**src/rtl/amon_pkg.sv**
```systemverilog
// Shared types, constants and slot tables for the ADC telemetry monitor.
`default_nettype none

package amon_pkg;

    localparam int ADC_BITS    = 10;
    localparam int SLOT_W      = 4;
    localparam int SCALE_W     = 10;
    localparam int DIV_W       = 7;
    localparam int PROD_W      = 20;
    localparam int RECIP_W     = 21;
    localparam int RECIP_SHIFT = 20;
    localparam int MV_W        = 16;
    localparam int TEMP_W      = 14;
    localparam int Q100_W      = 10;
    localparam int CFG_IDX_W   = 3;
    localparam int S_DATA_W    = 16;
    localparam int S_USER_W    = 8;
    localparam int M_DATA_W    = 72;
    localparam int M_USER_W    = 8;

    // x / 100 == (x * RECIP100) >> RECIP100_SHIFT for every 16-bit x
    localparam int RECIP100_W     = 17;
    localparam int RECIP100_SHIFT = 23;
    localparam logic [RECIP100_W-1:0] RECIP100 = 17'd83887;

    localparam logic [11:0] MV_FULL_SCALE = 12'd3300;
    localparam int          MV_SHIFT      = 10;

    localparam logic [SLOT_W-1:0] SLOT_LED1_V = 4'd1;
    localparam logic [SLOT_W-1:0] SLOT_LED2_V = 4'd2;
    localparam logic [SLOT_W-1:0] SLOT_SUPPLY = 4'd3;
    localparam logic [SLOT_W-1:0] SLOT_AUX    = 4'd4;
    localparam logic [SLOT_W-1:0] SLOT_LED2_I = 4'd5;
    localparam logic [SLOT_W-1:0] SLOT_LED1_I = 4'd6;
    localparam logic [SLOT_W-1:0] SLOT_THERM  = 4'd9;

    localparam logic [1:0] EV_NONE        = 2'd0;
    localparam logic [1:0] EV_PWR_LOST    = 2'd1;
    localparam logic [1:0] EV_PWR_RESUMED = 2'd2;
    localparam logic [1:0] EV_RISE        = 2'd1;
    localparam logic [1:0] EV_FALL        = 2'd2;

    localparam logic [CFG_IDX_W-1:0] REG_SENSOR_HIGH   = 3'd0;
    localparam logic [CFG_IDX_W-1:0] REG_SENSOR_LOW    = 3'd1;
    localparam logic [CFG_IDX_W-1:0] REG_LED1_CV       = 3'd2;
    localparam logic [CFG_IDX_W-1:0] REG_LED2_CV       = 3'd3;
    localparam logic [CFG_IDX_W-1:0] REG_SUPPLY_LOST   = 3'd4;
    localparam logic [CFG_IDX_W-1:0] REG_SUPPLY_RESUME = 3'd5;

    typedef enum logic [3:0] {
        OP_IDLE,
        OP_LOAD,
        OP_RECIP,
        OP_CORR,
        OP_SCALE,
        OP_UPDATE,
        OP_DIV100,
        OP_POWER,
        OP_OUT
    } op_t;

    typedef struct packed {
        logic [MV_W-1:0] sensor_high_mv;
        logic [MV_W-1:0] sensor_low_mv;
        logic            led1_cv_mode;
        logic            led2_cv_mode;
        logic [MV_W-1:0] supply_lost_mv;
        logic [MV_W-1:0] supply_resume_mv;
    } cfg_t;

    // Unused slots get a zero scale so they come out as zero millivolts.
    function automatic logic [SCALE_W-1:0] slot_scale(input logic [SLOT_W-1:0] slot);
        logic [SCALE_W-1:0] s;
        unique case (slot)
            4'd0, 4'd3, 4'd7: s = 10'd212;
            4'd1, 4'd2:       s = 10'd210;
            4'd4:             s = 10'd122;
            4'd5, 4'd6:       s = 10'd30;
            4'd8:             s = 10'd542;
            4'd9:             s = 10'd1;
            default:          s = 10'd0;
        endcase
        return s;
    endfunction

    function automatic logic [DIV_W-1:0] slot_div(input logic [SLOT_W-1:0] slot);
        logic [DIV_W-1:0] d;
        unique case (slot)
            4'd0, 4'd3, 4'd7: d = 7'd12;
            4'd1, 4'd2:       d = 7'd10;
            4'd4:             d = 7'd22;
            4'd5, 4'd6:       d = 7'd11;
            4'd8:             d = 7'd67;
            default:          d = 7'd1;
        endcase
        return d;
    endfunction

    // floor(2^20 / divisor); the estimate is at most one below the true quotient
    function automatic logic [RECIP_W-1:0] slot_recip(input logic [SLOT_W-1:0] slot);
        logic [RECIP_W-1:0] m;
        unique case (slot)
            4'd0, 4'd3, 4'd7: m = 21'd87381;
            4'd1, 4'd2:       m = 21'd104857;
            4'd4:             m = 21'd47662;
            4'd5, 4'd6:       m = 21'd95325;
            4'd8:             m = 21'd15650;
            default:          m = 21'd1048576;
        endcase
        return m;
    endfunction

endpackage

`default_nettype wire

```
**src/rtl/amon_ctrl.sv**
```systemverilog
// Sequencer for the ADC telemetry monitor: steps the datapath and runs both handshakes.
`default_nettype none

module amon_ctrl
    import amon_pkg::*;
(
    input  wire logic aclk,
    input  wire logic aresetn,
    input  wire logic s_tvalid,
    output logic      s_tready,
    output logic      m_tvalid,
    input  wire logic m_tready,
    output op_t       op
);

    typedef enum logic [2:0] {
        ST_IDLE,
        ST_RECIP,
        ST_CORR,
        ST_SCALE,
        ST_UPDATE,
        ST_DIV100,
        ST_POWER,
        ST_OUT
    } state_t;

    state_t state_reg, state_next;
    logic   m_valid_reg, m_valid_next;
    logic   out_free;

    assign out_free = !m_valid_reg || m_tready;
    assign s_tready = (state_reg == ST_IDLE);
    assign m_tvalid = m_valid_reg;

    always_comb begin
        state_next   = state_reg;
        m_valid_next = m_valid_reg && !m_tready;
        op           = OP_IDLE;
        unique case (state_reg)
            ST_IDLE: begin
                if (s_tvalid) begin
                    op         = OP_LOAD;
                    state_next = ST_RECIP;
                end
            end
            ST_RECIP: begin
                op         = OP_RECIP;
                state_next = ST_CORR;
            end
            ST_CORR: begin
                op         = OP_CORR;
                state_next = ST_SCALE;
            end
            ST_SCALE: begin
                op         = OP_SCALE;
                state_next = ST_UPDATE;
            end
            ST_UPDATE: begin
                op         = OP_UPDATE;
                state_next = ST_DIV100;
            end
            ST_DIV100: begin
                op         = OP_DIV100;
                state_next = ST_POWER;
            end
            ST_POWER: begin
                op         = OP_POWER;
                state_next = ST_OUT;
            end
            ST_OUT: begin
                // hold until the output register is free
                if (out_free) begin
                    op           = OP_OUT;
                    m_valid_next = 1'b1;
                    state_next   = ST_IDLE;
                end
            end
            default: state_next = ST_IDLE;
        endcase
    end

    always_ff @(posedge aclk) begin
        if (!aresetn) begin
            state_reg   <= ST_IDLE;
            m_valid_reg <= 1'b0;
        end else begin
            state_reg   <= state_next;
            m_valid_reg <= m_valid_next;
        end
    end

endmodule

`default_nettype wire

```
**src/rtl/amon_dp.sv**
```systemverilog
// Datapath for the ADC telemetry monitor: scaling, hysteresis, temperature and LED power.
`default_nettype none

module amon_dp
    import amon_pkg::*;
(
    input  wire logic                aclk,
    input  wire logic                aresetn,
    input  wire op_t                 op,
    input  wire cfg_t                cfg,
    input  wire logic [S_DATA_W-1:0] s_tdata,
    input  wire logic [S_USER_W-1:0] s_tuser,
    output logic      [M_DATA_W-1:0] m_tdata,
    output logic      [M_USER_W-1:0] m_tuser
);

    // working registers of one word
    logic [SLOT_W-1:0]  slot_reg;
    logic [ADC_BITS-1:0] raw_reg;
    logic [PROD_W-1:0]  x_reg;
    logic [PROD_W-1:0]  q0_reg;
    logic [PROD_W-1:0]  q_reg;
    logic [MV_W-1:0]    mv_reg;
    logic [Q100_W-1:0]  qv_reg;
    logic [Q100_W-1:0]  qi_reg;
    logic [1:0]         pev_reg;
    logic [1:0]         sev_reg;

    // state kept across words
    logic               ext_on_reg;
    logic               sensor_on_reg;
    logic [MV_W-1:0]    led_v_reg [2];
    logic [MV_W-1:0]    led_i_reg [2];
    logic [MV_W-1:0]    led_p_reg [2];
    logic [TEMP_W-1:0]  temp_reg;

    // output register
    logic [SLOT_W-1:0]  o_slot_reg;
    logic [MV_W-1:0]    o_mv_reg;
    logic               o_ext_reg;
    logic [1:0]         o_pev_reg;
    logic               o_sensor_reg;
    logic [1:0]         o_sev_reg;
    logic [TEMP_W-1:0]  o_temp_reg;
    logic [MV_W-1:0]    o_p1_reg;
    logic [MV_W-1:0]    o_p2_reg;

    logic [SLOT_W-1:0]          in_slot;
    logic [ADC_BITS-1:0]        in_raw;
    logic [PROD_W-1:0]          x_next;
    logic [PROD_W+RECIP_W-1:0]  recip_prod;
    logic [PROD_W-1:0]          q0_next;
    logic [DIV_W-1:0]           div;
    logic [PROD_W-1:0]          qd;
    logic [PROD_W-1:0]          rem;
    logic [PROD_W-1:0]          q_next;
    logic [31:0]                w;
    logic [MV_W-1:0]            mv_next;
    logic [18:0]                mv5;
    logic [17:0]                mv_half;
    logic [MV_W-1:0]            cur_cv;
    logic [MV_W-1:0]            cur1;
    logic [MV_W-1:0]            cur2;
    logic [TEMP_W:0]            temp_wide;
    logic                       led_sel;
    logic                       led_slot;
    logic [MV_W+RECIP100_W-1:0] v_prod;
    logic [MV_W+RECIP100_W-1:0] i_prod;
    logic [2*Q100_W-1:0]        p_prod;
    logic [MV_W-1:0]            p_sat;

    assign in_slot = s_tuser[SLOT_W-1:0];
    assign in_raw  = s_tdata[ADC_BITS-1:0];

    assign x_next     = PROD_W'(in_raw) * PROD_W'(slot_scale(in_slot));
    assign recip_prod = (PROD_W+RECIP_W)'(x_reg) * (PROD_W+RECIP_W)'(slot_recip(slot_reg));
    assign q0_next    = recip_prod[RECIP_SHIFT +: PROD_W];

    // estimate may be one short: bump it when the remainder reaches the divisor
    assign div    = slot_div(slot_reg);
    assign qd     = q0_reg * PROD_W'(div);
    assign rem    = x_reg - qd;
    assign q_next = (rem >= PROD_W'(div)) ? q0_reg + PROD_W'(1) : q0_reg;

    assign w       = 32'(q_reg) * 32'(MV_FULL_SCALE);
    assign mv_next = (|w[31:MV_SHIFT+MV_W]) ? {MV_W{1'b1}} : w[MV_SHIFT +: MV_W];

    assign mv5     = 19'(mv_reg) * 19'd5;
    assign mv_half = mv5[18:1];
    assign cur_cv  = (|mv_half[17:MV_W]) ? {MV_W{1'b1}} : mv_half[MV_W-1:0];
    assign cur1    = cfg.led1_cv_mode ? cur_cv : mv_reg;
    assign cur2    = cfg.led2_cv_mode ? cur_cv : mv_reg;

    assign temp_wide = (raw_reg < 10'd600)
                     ? (TEMP_W+1)'(4676) - (TEMP_W+1)'(raw_reg) * (TEMP_W+1)'(7)
                     : (TEMP_W+1)'(1649) - (TEMP_W+1)'(raw_reg) * (TEMP_W+1)'(2);

    assign led_sel  = (slot_reg == SLOT_LED2_V) || (slot_reg == SLOT_LED2_I);
    assign led_slot = (slot_reg == SLOT_LED1_V) || (slot_reg == SLOT_LED2_V)
                   || (slot_reg == SLOT_LED1_I) || (slot_reg == SLOT_LED2_I);

    assign v_prod = (MV_W+RECIP100_W)'(led_v_reg[led_sel]) * (MV_W+RECIP100_W)'(RECIP100);
    assign i_prod = (MV_W+RECIP100_W)'(led_i_reg[led_sel]) * (MV_W+RECIP100_W)'(RECIP100);
    assign p_prod = (2*Q100_W)'(qv_reg) * (2*Q100_W)'(qi_reg);
    assign p_sat  = (|p_prod[2*Q100_W-1:MV_W]) ? {MV_W{1'b1}} : p_prod[MV_W-1:0];

    // payload registers
    always_ff @(posedge aclk) begin
        unique case (op)
            OP_LOAD: begin
                slot_reg <= in_slot;
                raw_reg  <= in_raw;
                x_reg    <= x_next;
            end
            OP_RECIP:  q0_reg <= q0_next;
            OP_CORR:   q_reg  <= q_next;
            OP_SCALE:  mv_reg <= mv_next;
            OP_DIV100: begin
                qv_reg <= v_prod[RECIP100_SHIFT +: Q100_W];
                qi_reg <= i_prod[RECIP100_SHIFT +: Q100_W];
            end
            OP_OUT: begin
                o_slot_reg   <= slot_reg;
                o_mv_reg     <= mv_reg;
                o_ext_reg    <= ext_on_reg;
                o_pev_reg    <= pev_reg;
                o_sensor_reg <= sensor_on_reg;
                o_sev_reg    <= sev_reg;
                o_temp_reg   <= temp_reg;
                o_p1_reg     <= led_p_reg[0];
                o_p2_reg     <= led_p_reg[1];
            end
            default: ;
        endcase
    end

    // monitor state
    always_ff @(posedge aclk) begin
        if (!aresetn) begin
            ext_on_reg    <= 1'b0;
            sensor_on_reg <= 1'b0;
            led_v_reg[0]  <= '0;
            led_v_reg[1]  <= '0;
            led_i_reg[0]  <= '0;
            led_i_reg[1]  <= '0;
            led_p_reg[0]  <= '0;
            led_p_reg[1]  <= '0;
            temp_reg      <= '0;
            pev_reg       <= EV_NONE;
            sev_reg       <= EV_NONE;
        end else begin
            if (op == OP_UPDATE) begin
                pev_reg <= EV_NONE;
                sev_reg <= EV_NONE;
                unique case (slot_reg)
                    SLOT_LED1_V: led_v_reg[0] <= mv_reg;
                    SLOT_LED2_V: led_v_reg[1] <= mv_reg;
                    SLOT_LED1_I: led_i_reg[0] <= cur1;
                    SLOT_LED2_I: led_i_reg[1] <= cur2;
                    SLOT_SUPPLY: begin
                        if (mv_reg < cfg.supply_lost_mv && !ext_on_reg) begin
                            ext_on_reg <= 1'b1;
                            pev_reg    <= EV_PWR_LOST;
                        end else if (mv_reg > cfg.supply_resume_mv && ext_on_reg) begin
                            ext_on_reg <= 1'b0;
                            pev_reg    <= EV_PWR_RESUMED;
                        end
                    end
                    SLOT_AUX: begin
                        if (mv_reg > cfg.sensor_high_mv && !sensor_on_reg) begin
                            sensor_on_reg <= 1'b1;
                            sev_reg       <= EV_RISE;
                        end else if (mv_reg < cfg.sensor_low_mv && sensor_on_reg) begin
                            sensor_on_reg <= 1'b0;
                            sev_reg       <= EV_FALL;
                        end
                    end
                    SLOT_THERM: temp_reg <= temp_wide[TEMP_W-1:0];
                    default: ;
                endcase
            end
            if (op == OP_POWER && led_slot) begin
                led_p_reg[led_sel] <= p_sat;
            end
        end
    end

    assign m_tuser = M_USER_W'(o_slot_reg);
    assign m_tdata = {4'b0, o_p2_reg, o_p1_reg, o_temp_reg, o_sev_reg, o_sensor_reg,
                      o_pev_reg, o_ext_reg, o_mv_reg};

endmodule

`default_nettype wire

```
**src/rtl/adc_telemetry_monitor.sv**
```systemverilog
// Top level of the ADC telemetry monitor: configuration registers, sequencer and datapath.
//
//  channel   dir  handshake              content
//  s_*       in   s_tvalid / s_tready    one ADC conversion with its scan slot
//  m_*       out  m_tvalid / m_tready    millivolts, events, temperature, LED power
//  cfg_*     in   cfg_valid / cfg_ready  register index and write data
//
// An item passes from acceptance to the output register in the single sequencer pass:
// product, reciprocal multiply, quotient correction, mV scaling, state update, divide
// by 100 and power multiply. The next item is taken only once the pass is back in idle.
// aresetn is synchronous, active low; it clears the sequencer, monitor state and
// restores register defaults. The output register holds a word while m_tready is low;
// the next item is still accepted and the sequence waits only at its final step.
`default_nettype none

module adc_telemetry_monitor
    import amon_pkg::*;
(
    input  wire logic                 aclk,
    input  wire logic                 aresetn,
    input  wire logic                 s_tvalid,
    output logic                      s_tready,
    input  wire logic [S_DATA_W-1:0]  s_tdata,   // raw_sample[9:0], zero pad
    input  wire logic [S_USER_W-1:0]  s_tuser,   // slot_index[3:0], zero pad
    output logic                      m_tvalid,
    input  wire logic                 m_tready,
    output logic      [M_DATA_W-1:0]  m_tdata,   // millivolts[15:0], ext_power_active[16],
                                                 // power_event[18:17], sensor_active[19],
                                                 // sensor_edge[21:20], temperature_x10[35:22],
                                                 // led1_power[51:36], led2_power[67:52], pad
    output logic      [M_USER_W-1:0]  m_tuser,   // slot_echo[3:0], zero pad
    input  wire logic                 cfg_valid,
    output logic                      cfg_ready,
    input  wire logic [CFG_IDX_W-1:0] cfg_index,
    input  wire logic [MV_W-1:0]      cfg_data
);

    cfg_t cfg_reg;
    op_t  op;

    assign cfg_ready = 1'b1;

    always_ff @(posedge aclk) begin
        if (!aresetn) begin
            cfg_reg.sensor_high_mv   <= 16'd65535;
            cfg_reg.sensor_low_mv    <= 16'd0;
            cfg_reg.led1_cv_mode     <= 1'b0;
            cfg_reg.led2_cv_mode     <= 1'b0;
            cfg_reg.supply_lost_mv   <= 16'd12000;
            cfg_reg.supply_resume_mv <= 16'd16000;
        end else if (cfg_valid) begin
            unique case (cfg_index)
                REG_SENSOR_HIGH:   cfg_reg.sensor_high_mv   <= cfg_data;
                REG_SENSOR_LOW:    cfg_reg.sensor_low_mv    <= cfg_data;
                REG_LED1_CV:       cfg_reg.led1_cv_mode     <= cfg_data[0];
                REG_LED2_CV:       cfg_reg.led2_cv_mode     <= cfg_data[0];
                REG_SUPPLY_LOST:   cfg_reg.supply_lost_mv   <= cfg_data;
                REG_SUPPLY_RESUME: cfg_reg.supply_resume_mv <= cfg_data;
                default: ;
            endcase
        end
    end

    amon_ctrl u_ctrl (
        .aclk     (aclk),
        .aresetn  (aresetn),
        .s_tvalid (s_tvalid),
        .s_tready (s_tready),
        .m_tvalid (m_tvalid),
        .m_tready (m_tready),
        .op       (op)
    );

    amon_dp u_dp (
        .aclk    (aclk),
        .aresetn (aresetn),
        .op      (op),
        .cfg     (cfg_reg),
        .s_tdata (s_tdata),
        .s_tuser (s_tuser),
        .m_tdata (m_tdata),
        .m_tuser (m_tuser)
    );

`ifndef NO_ASSERTIONS
    a_pwr_event_state: assert property (@(posedge aclk) disable iff (!aresetn)
        m_tvalid && m_tdata[18:17] == EV_PWR_LOST |-> m_tdata[16])
        else $error("supply lost word without external power on");

    a_pwr_resume_state: assert property (@(posedge aclk) disable iff (!aresetn)
        m_tvalid && m_tdata[18:17] == EV_PWR_RESUMED |-> !m_tdata[16])
        else $error("supply resumed word with external power still on");

    a_sensor_edge_state: assert property (@(posedge aclk) disable iff (!aresetn)
        m_tvalid && m_tdata[21:20] != EV_NONE |-> m_tdata[19] == (m_tdata[21:20] == EV_RISE))
        else $error("sensor edge disagrees with sensor state");

    a_invalid_slot_zero: assert property (@(posedge aclk) disable iff (!aresetn)
        m_tvalid && m_tuser[3:0] > 4'd9 |-> m_tdata[15:0] == 16'd0)
        else $error("nonzero millivolts for an unused slot");

    a_no_early_result: assert property (@(posedge aclk) disable iff (!aresetn)
        s_tvalid && s_tready |=> !$rose(m_tvalid))
        else $error("result word appeared right after acceptance");
`endif

endmodule

`default_nettype wire

```
**config.mk**
```make
export PLATFORM = sky130hd
export DESIGN_NAME = adc_telemetry_monitor
export DESIGN_NICKNAME = d
export VERILOG_FILES = /design/src/rtl/amon_pkg.sv /design/src/rtl/amon_ctrl.sv /design/src/rtl/amon_dp.sv /design/src/rtl/adc_telemetry_monitor.sv
export SDC_FILE = /design/constraint.sdc
export NUM_CORES = 2
export LEC_CHECK = 0
export BUFFER_PORTS_ARGS = -buffer_cell sky130_fd_sc_hd__buf_2
export CORE_MARGIN = 4
export CORE_UTILIZATION = 55
export DETAILED_ROUTE_END_ITERATION = 10
export PLACE_DENSITY_LB_ADDON = 0.12
export SETUP_SLACK_MARGIN = 0.3
export SYNTH_ARGS = -nofsm -noshare
export SYNTH_HDL_FRONTEND = slang
export SYNTH_SLANG_ARGS = --single-unit
```
**constraint.sdc**
```tcl
create_clock -name aclk -period 8.7 [get_ports aclk]
set_input_delay 2.175 -clock aclk [delete_from_list [all_inputs] [get_ports aclk]]
set_output_delay 2.175 -clock aclk [all_outputs]
set_load 0.02 [all_outputs]
```
==> results.md <==
- The number of antenna violations at the first check in global routing was 6.
- The largest net degree at the start of global routing is 85.
- The post-route netlist has 5.97% of its cells at a drive strength greater than 1.
- The post-route minimum period is 7.96 ns.
- Measured against its own limit, the worst slew margin works out to a little over a fifth.
- Before antenna repair, the detailed router went through 5 iterations.
- In this run the count of I/O pins placed on the die edge is 131.
- Hold is met by approximately 0.42 ns.
- At the end of the flow, the number of nets in the layout was around 7000.
- In this run the vertical extent of the chip is 316 µm.
- The finished layout holds 6582 standard cells, fillers aside.
- Data on the critical path is required at its endpoint by ~9.1 ns.
- The synthesized design contains 387 register bits.
- The H-tree was split into 2 levels.
- The HPWL after detailed placement is roughly 97000 µm.
- The worst hold path class is reg -> reg.
- Wires add up to between 100000 and 150000 µm.
- Along the worst path, the maximum fanout reaches 18.
- For this block, the initial DRC count from the detailed router was 1711.
- Summing the sequential cell areas from Yosys gives around 20% of the chip area.
- After synthesis, the share of flip-flops with an asynchronous set or reset is 0%.
- The post-synthesis to final-layout area growth is 6.79%.
- The filler cell count in the final layout is ~8000.
- The flip-flop count of the largest register, all copies and words added is 66.
- In this run the core area contains between 100 and 150 standard-cell rows.
- The setup slack of the worst register-to-register path is 0.74 ns.
- Cells fill 59.5% of the core in the end.
- STA classifies the critical path startpoint as a flip-flop.
- Once the clock tree was built, the setup fixing pass inserted 0 buffers.
- The cell count after synthesis came out at approximately 5200.
- The die area is ~100000 µm².
- Static timing analysis puts the maximum clock frequency at roughly 130 MHz.
- The floorplan step set the die width to approximately 320 µm.
- The via count is approximately 35000.
- Setup violations remaining at the end of the flow were counted as 0.
- The first-pass GRT wire length is 195000 µm.
- The share of the clock period used by the worst path is about nine tenths.
- For this run, the number of Yosys warnings is 0.
- The starting utilization of the core area is 55.7%.
- Dividing the detail-routed wire length by the instance count gives approximately 18 µm.
- The maximum buffer depth of the clock tree is 3.
- The clock edge transition at the registers on the reported setup and hold paths is 0.06 ns.
- For the pin with the worst max-slew slack, the measured transition is 1.17 ns.
- The max-slew violation count is 0.
- The global router's overall resource usage is around 25%.
- In the layout the commonest cells are 1130 x sky130_fd_sc_hd__inv_1, 819 x sky130_fd_sc_hd__ha_1, 735 x sky130_fd_sc_hd__fa_1.
- Using the TritonRoute via totals, the vias-per-cell ratio works out to between 5 and 6.
- The run finished with clean final reports.
- After detailed routing, the number of remaining DRC violations is 0.
- For the final routed database, the setup TNS stands at 0 ns.
- The cell count after placement is 6492.
- The kind of critical path is reg -> reg.
- The clock sink count is about 390.
- The clock latency of the later-clocked register in the worst-skew pair is ~0.63 ns.
- The library cell used most frequently in the layout, excluding fill and tap cells, is sky130_fd_sc_hd__inv_1.
- The number of enable-type register cells in the synthesized netlist is between 200 and 300.
- The final count of hold timing violations is 0.
- The via count of the first global-routing pass is approximately 37000.
- The worst setup path is captured at a flip-flop.
- The number of maximum-capacitance violations is 0.
- The count of buffers from port buffering is between 100 and 150.
- The final weighted congestion of routability-driven global placement is 0.893.
- Among all flip-flop cells after synthesis, the most frequent one is sky130_fd_sc_hd__edfxtp_1.
- The total overflow left after global routing is 0.
- STA puts the critical path data arrival time at about 8.3 ns.
- Setup repair after global routing left no endpoint under its margin.
- The number of cells on the worst hold path is 0.
- The root buffer cell chosen for the clock tree is sky130_fd_sc_hd__clkbuf_16.
- The depth of the worst register-to-register path is 26.
- The post-route antenna net violation count is 0.
- After floorplanning, the core was sized to cover ~94000 µm².
- The clock tree from TritonCTS is built.
- Averaged over all synthesized cells, the footprint is approximately 10 µm².
- The netlist area before placement is around 52000 µm².
- The post-synthesis cell type count is between 90 and 100.
- TritonCTS created 47 clock buffers.
- The post-route clock skew is 0.0353 ns.
## what timing repair did
item | in CTS | in global routing
hold buffers | 0 | 0
gates resized for setup | 0 | 8
endpoints found under the setup margin | 0 | 6
## final cells by class
type | instances | area, µm² | share of cell area (%)
multi-input combinational | 3561 | 36800 | 66.0
sequential | 387 | 10500 | 18.9
inverter | 1130 | 4240 | 7.61
tap | 1254 | 1570 | 2.81
clock buffer | 58 | 1240 | 2.22
timing repair buffer | 160 | 933 | 1.67
clock inverter | 30 | 435 | 0.781
antenna | 2 | 5.00 | 0.00898
## cells in the mapped netlist, types with 7 or more instances
library cell | count | area, µm²
sky130_fd_sc_hd__o21ai_0 | 108 | 541
sky130_fd_sc_hd__dfxtp_1 | 109 | 2180
sky130_fd_sc_hd__mux2_2 | 19 | 214
sky130_fd_sc_hd__a21boi_0 | 48 | 360
sky130_fd_sc_hd__a21oi_1 | 148 | 741
sky130_fd_sc_hd__fa_1 | 735 | 14700
sky130_fd_sc_hd__inv_1 | 1130 | 4240
sky130_fd_sc_hd__a21o_1 | 64 | 480
sky130_fd_sc_hd__a31oi_1 | 13 | 81.3
sky130_fd_sc_hd__and3_1 | 14 | 87.6
sky130_fd_sc_hd__nand2_1 | 471 | 1770
sky130_fd_sc_hd__o211a_1 | 7 | 70.1
sky130_fd_sc_hd__o21bai_1 | 13 | 97.6
sky130_fd_sc_hd__or2_2 | 14 | 87.6
sky130_fd_sc_hd__o211ai_1 | 49 | 368
sky130_fd_sc_hd__a211oi_1 | 20 | 150
sky130_fd_sc_hd__nor2b_1 | 39 | 244
sky130_fd_sc_hd__or3_1 | 9 | 56.3
sky130_fd_sc_hd__mux2i_1 | 26 | 260
sky130_fd_sc_hd__nand2b_1 | 28 | 175
sky130_fd_sc_hd__clkbuf_1 | 135 | 507
sky130_fd_sc_hd__nor3b_1 | 9 | 67.6
sky130_fd_sc_hd__xnor2_1 | 97 | 850
sky130_fd_sc_hd__nor3_1 | 42 | 210
sky130_fd_sc_hd__o21a_1 | 29 | 218
sky130_fd_sc_hd__ha_1 | 819 | 10200
sky130_fd_sc_hd__nor2_1 | 161 | 604
sky130_fd_sc_hd__nand3_1 | 33 | 165
sky130_fd_sc_hd__nand4_1 | 23 | 144
sky130_fd_sc_hd__and2_1 | 344 | 2150
sky130_fd_sc_hd__edfxtp_1 | 278 | 8350
sky130_fd_sc_hd__buf_4 | 13 | 97.6
sky130_fd_sc_hd__and4_1 | 7 | 61.3
sky130_fd_sc_hd__xor2_1 | 44 | 385
## stage by stage
| stage | area [µm²] | setup WS [ns] |
|---|---|---|
| floorplan | 52200 | 1.14 |
| global placement | 54100 | 0.557 |
| detailed placement | 54100 | 0.452 |
| CTS | 55700 | 0.410 |
| global route | 55800 | 0.313 |
| finish | 55800 | 0.738 |
## kinds of logic after synthesis
kind of cell	synth area share, %
other cells	0.0144
xor+xnor	2.40
buf+inv	9.51
compound gates	7.33
fa+ha+maj	47.8
flops	20.2
simple gates	11.9
mux	0.908
## routing by layer
layer | vias to the layer above | part of all wire (%) | global-route usage (%)
li1 | 16800 | - | -
met1 | 17300 | 44 | 32.3
met2 | 605 | 50 | 44.1
met3 | 159 | 3.7 | 2.42
met4 | 2 | 2.3 | 5.77
met5 | - | 0.010 | 0
## worst paths after layout
kind	from	to
worst min-delay path	u_dp.led_p_reg[1][15]	m_tdata[67]
worst max register to register	u_dp.slot_reg[2]	u_dp.qv_reg[9]
worst min register to register	u_dp.led_p_reg[1][15]	m_tdata[67]
worst max-delay path	u_dp.slot_reg[2]	u_dp.qv_reg[9]
## worst max-delay path: stages (launching register included)
cell	delay, ns
sky130_fd_sc_hd__edfxtp_1	0.40
sky130_fd_sc_hd__or3b_1	0.42
sky130_fd_sc_hd__a21oi_4	0.20
sky130_fd_sc_hd__buf_6	0.26
sky130_fd_sc_hd__mux2_2	0.45
sky130_fd_sc_hd__fa_1	0.70
sky130_fd_sc_hd__inv_1	0.10
sky130_fd_sc_hd__fa_1	0.54
sky130_fd_sc_hd__inv_1	0.06
sky130_fd_sc_hd__fa_1	0.51
sky130_fd_sc_hd__fa_1	0.44
sky130_fd_sc_hd__fa_1	0.50
sky130_fd_sc_hd__inv_1	0.05
sky130_fd_sc_hd__fa_1	0.49
sky130_fd_sc_hd__inv_1	0.05
sky130_fd_sc_hd__ha_1	0.26
sky130_fd_sc_hd__nand4_1	0.11
sky130_fd_sc_hd__nor3_1	0.18
sky130_fd_sc_hd__nand3_1	0.12
sky130_fd_sc_hd__o21ai_0	0.47
sky130_fd_sc_hd__nand3_1	0.23
sky130_fd_sc_hd__a311oi_1	0.46
sky130_fd_sc_hd__o21ai_1	0.15
sky130_fd_sc_hd__a21boi_1	0.25
sky130_fd_sc_hd__o21a_1	0.17
sky130_fd_sc_hd__nor2_1	0.05
sky130_fd_sc_hd__xnor2_1	0.11
Power is left out: the tool's default activity adds up to more than one toggle a clock period on the data nets, which glitch-free logic cannot reach.
